File: src/hw/rtl/pstl_pkg.sv
// shared types and constants of the per-source failure tracker
// no dependencies; imported by every module of the block but pstl_ram
package pstl_pkg;

    localparam int DEF_ENTRIES = 256;

    localparam int KEY_W    = 64;
    localparam int TIME_W   = 64;
    localparam int COUNT_W  = 32;
    localparam int CFG_W    = 64;
    localparam int CFG_IDX_W = 1;
    localparam int S_DATA_W = 128;
    localparam int M_DATA_W = 96;

    localparam logic [TIME_W-1:0]  WINDOW_RESET    = 64'd60_000_000_000;
    localparam logic [COUNT_W-1:0] THRESHOLD_RESET = 32'd5;
    localparam logic [COUNT_W-1:0] COUNT_MAX       = 32'hFFFF_FFFF;

    // opcodes carried on s_tuser
    localparam logic OP_RECORD = 1'b0;
    localparam logic OP_QUERY  = 1'b1;

    // configuration register indexes
    localparam logic [CFG_IDX_W-1:0] REG_WINDOW    = 1'b0;
    localparam logic [CFG_IDX_W-1:0] REG_THRESHOLD = 1'b1;

    typedef struct packed {
        logic [KEY_W-1:0]   key;
        logic [COUNT_W-1:0] count;
        logic [TIME_W-1:0]  first_seen;
        logic [TIME_W-1:0]  last_seen;
    } entry_t;

    typedef enum logic [1:0] {
        ST_IDLE,
        ST_ARM,
        ST_SCAN,
        ST_UPDATE
    } state_t;

    typedef struct packed {
        logic load;
        logic scan;
        logic write;
        logic out_load;
    } cmd_t;

    typedef struct packed {
        logic is_query;
        logic match;
        logic scan_end;
        logic out_busy;
    } status_t;

endpackage

File: src/hw/rtl/pstl_ctrl.sv
// controller state machine: accept, scan, table update, result hand-off
// depends on pstl_pkg
module pstl_ctrl (
    input  logic             clk,
    input  logic             rst_n,
    input  logic             s_tvalid,
    output logic             s_tready,
    output pstl_pkg::cmd_t   cmd,
    input  pstl_pkg::status_t sts
);

    import pstl_pkg::*;

    state_t state_reg;
    state_t state_next;

    always_ff @(posedge clk or negedge rst_n)
    begin
        if (!rst_n)
        begin
            state_reg <= ST_IDLE;
        end
        else
        begin
            state_reg <= state_next;
        end
    end

    always_comb
    begin
        state_next = state_reg;
        case (state_reg)
            ST_IDLE:
            begin
                if (s_tvalid)
                begin
                    state_next = ST_ARM;
                end
            end
            ST_ARM:
            begin
                // a query waits until the output register can take its result
                if (!sts.is_query || !sts.out_busy)
                begin
                    state_next = ST_SCAN;
                end
            end
            ST_SCAN:
            begin
                if (sts.match || sts.scan_end)
                begin
                    state_next = sts.is_query ? ST_IDLE : ST_UPDATE;
                end
            end
            ST_UPDATE:
            begin
                state_next = ST_IDLE;
            end
            default:
            begin
                state_next = ST_IDLE;
            end
        endcase
    end

    always_comb
    begin
        s_tready     = 1'b0;
        cmd          = '0;
        case (state_reg)
            ST_IDLE:
            begin
                s_tready = 1'b1;
                cmd.load = s_tvalid;
            end
            ST_ARM:
            begin
                cmd = '0;
            end
            ST_SCAN:
            begin
                cmd.scan     = 1'b1;
                cmd.out_load = sts.is_query && (sts.match || sts.scan_end);
            end
            ST_UPDATE:
            begin
                cmd.write = 1'b1;
            end
            default:
            begin
                cmd = '0;
            end
        endcase
    end

endmodule

File: config.mk
export PLATFORM = sky130hd
export DESIGN_NAME = pstl_ctrl
export DESIGN_NICKNAME = d
export VERILOG_FILES = /design/src/hw/rtl/pstl_pkg.sv /design/src/hw/rtl/pstl_ctrl.sv
export SDC_FILE = /design/constraint.sdc
export NUM_CORES = 1
export LEC_CHECK = 0
export ABC_AREA = 1
export BUFFER_PORTS_ARGS = -buffer_cell sky130_fd_sc_hd__buf_2
export CAP_MARGIN = 20
export CORE_AREA = 2 2 39 41
export CTS_CLUSTER_DIAMETER = 50
export DETAILED_ROUTE_END_ITERATION = 8
export DIE_AREA = 0 0 41 43
export HOLD_SLACK_MARGIN = 0.1
export PLACE_DENSITY = 0.3
export SKIP_LAST_GASP = 1
export SLEW_MARGIN = 20
export SYNTH_ARGS = -nofsm -noshare
export SYNTH_HDL_FRONTEND = slang
export SYNTH_SLANG_ARGS = --single-unit
export TNS_END_PERCENT = 30
File: constraint.sdc
create_clock -name clk -period 2.5 [get_ports clk]
set_input_delay 0.25 -clock clk [delete_from_list [all_inputs] [get_ports clk]]
set_output_delay 0.25 -clock clk [all_outputs]
set_load 0.05 [all_outputs]
==> impl_metrics.json <==
{
  "required_ns": 2.25,
  "nets": 51,
  "cp-start-kind": "flop",
  "fin_crit_sh": 0.609,
  "yosys.area_share.xor_xnor": 0,
  "worstSetupPathType": "flop to primary output",
  "cts_root_buf": "clkbuf_4",
  "setup_viol": 0,
  "core-area_mm2": 0.00138,
  "syn2layout_area_growth_pct": 67.7,
  "fin_tns_setup_ns": 0,
  "path_cells": "inv_2 -> nor4_1 -> buf_2",
  "yosysUniqueCellTypes": 13,
  "crit_family": "flip-flops",
  "pwr-share-clk": 0.194,
  "path_buf_inv": 2,
  "largest_reg_flops": 2,
  "power.leakage_nw": 0.167,
  "vias": 212,
  "io_buffer_count": 11,
  "hold_class": "primary input to flop",
  "synth-compound-area-share": 0.0630,
  "critPathMaxStageDelay_ns": 0.42,
  "clock_skew_ns": 0.00423,
  "status": "finished, final reports clean",
  "die_y_um": 43,
  "reg2reg_slack_ns": 1.55,
  "crit_fanout": 6,
  "yosysTopAreaCell": "dfrtp_1",
  "drive_gt1_frac": 0.429,
  "drtAntennaViolNets": 0,
  "grtUsageTotal": 0.0613,
  "irDropWorstVdd_v": 0.000315,
  "wl_per_cell_um": 7.00,
  "syn_inst": 27,
  "switchingPower_mw": 0.210,
  "wl_um": 406,
  "first_pass_iters": 4,
  "synth_top_family_by_area": "simple AND/OR/NAND/NOR gates",
  "cts_buffers": 3,
  "relSlewSlack": 0.841,
  "power.internal_mw": 0.156,
  "synthAdderAreaFrac": 0,
  "yosys_warnings": 0,
  "syn_nets": 34,
  "drc_errors": 0,
  "postCtsResizedCells": 0,
  "via_per_inst": 3.66,
  "htree_levels": 1,
  "drv_slew": 0,
  "die_width_um": 41,
  "cts.sinks": 2,
  "synth_seq_cells": 2,
  "ys_seq_area_frac": 0.315,
  "clk_pin_slew_worst_paths_ns": 0.03,
  "hold_ws_ns": 0.329,
  "clk_path_buf_depth": 2,
  "worst_slew_pin_slew_ns": 0.238,
  "synth_area_leaders": "dfrtp_1 31%, nand2_1 19%, inv_1 9.4%",
  "crit_arrival_ns": 1.27,
  "clock_latency_ns": 0.22,
  "comb_power_share": 0.601,
  "post_cts_buffers": 0,
  "synth-simple-area-share": 0.480,
  "grt_remaining_overflow": 0,
  "synthMuxAreaShare": 0,
  "synth.avg_cell_area_um2": 5.89,
  "syn-cell-area_um2": 159,
  "grt_max_degree": 8,
  "fmaxAchievable_ghz": 0.656,
  "share_seq_of_total_power": 0.205,
  "hpwl_um": 332,
  "antenna_found_initial": 0,
  "diodes": 0,
  "crit_path_top_delay_cell": "dfrtp_1",
  "cts_tree": "done",
  "min_period_ns": 1.52,
  "grt_pass1_wl_um": 662,
  "synth_top_area_share": 0.315,
  "switching_share": 0.574,
  "gp_congestion": 0.632,
  "powerDensity_mw_per_mm2": 1380,
  "holdBufCountCts": 1,
  "worst_setup_path_end_kind": "primary output",
  "detail_route.iter0.violations": 8,
  "rows": 14,
  "initial_utilization": 0.115,
  "design.die.area_mm2": 0.00176,
  "final-hold-violation-count": 0,
  "grt_pass1_vias": 181,
  "max-cap-violations": 0,
  "rsz0062_at_grt": "no",
  "ios": 12
}
-- tightest hold or removal path, delay by kind of cell --
| family | cells | cell delay [ns] |
|---|---|---|
| buffers and inverters | 1 | 0.07 |
| and+or+nand+nor | 3 | 0.18 |
-- path summary, 6_finish.rpt --
path                              startpoint           end  cells past startpoint
min in group asynchronous              rst_n  state_reg[0]                      2
max in group asynchronous              rst_n  state_reg[1]                      2
worst min-delay path                  sts[2]  state_reg[1]                      4
worst min register to register  state_reg[1]  state_reg[0]                      3
worst max register to register  state_reg[0]  state_reg[1]                      4
worst max-delay path            state_reg[1]        cmd[0]                      3
-- cell usage after synthesis --
cell type	n
nand2_1	8
inv_2	2
nand2_2	1
nor2_1	3
nand3_1	1
nand4_1	1
inv_1	4
a21oi_1	1
dfrtp_1	2
o21ai_0	1
nor2_2	1
nor3_1	1
nor4_1	1
-- power groups by stage --
| stage | clock, mW | combinational [mW] | sequential, mW |
|---|---|---|---|
| final | 0.0712 | 0.220 | 0.0753 |
| after global routing | 0.0795 | 0.244 | 0.0803 |
| after CTS | 0.0762 | 0.224 | 0.0756 |
| after floorplan | 0 | 0.178 | 0.0708 |
| after global placement | 0 | 0.227 | 0.0772 |
| after detailed placement | 0 | 0.222 | 0.0758 |
-- metal layers --
layer  vias up  routed length, um  track usage
met4         0                  0       0.0600
met1        84                207       0.0710
met2         8                160       0.0656
li1        120                  -            -
met3         0                 38       0.0471
met5         -                  0            0
-- per-stage QoR --
| stage | std cells | total power, mW | instance area, um2 | setup WS (ns) | utilization |
|---|---|---|---|---|---|
| after detailed placement | 54 | 0.298 | 234 | 1.21 | 0.169 |
| after floorplan | 27 | 0.249 | 159 | 0.247 | - |
| after global routing | 58 | 0.404 | 267 | 0.883 | 0.193 |
| after CTS | 58 | 0.376 | 267 | 0.963 | 0.193 |
| after global placement | 54 | 0.304 | 234 | 1.22 | 0.169 |
| final | 58 | 0.367 | 267 | 0.977 | 0.193 |
-- layout by cell type, fill, tap and decap left out, types with 2 or more instances in the layout --
cell      netlist  routed
buf_2           0      11
clkbuf_4        0       3
dfrtp_1         2       2
inv_1           4       4
inv_2           2       2
nand2_1         8       8
nor2_1          3       3
-- cell families (layout without fill, tap and decap cells) --
| group | Yosys count | count (layout) |
|---|---|---|
| compound gates | 2 | 2 |
| simple gates | 17 | 17 |
| flops | 2 | 2 |
| buf+inv | 6 | 21 |
-- final cells by class --
type | count | area, um2
fillers | 164 | 1120
multi-input cells | 19 | 86.3
repair buffers | 12 | 65.1
flip-flops and latches | 2 | 50.0
clock buffers | 3 | 22.5
inverters | 6 | 22.5
well taps | 16 | 20.0
(Power assumes the default switching activity.)
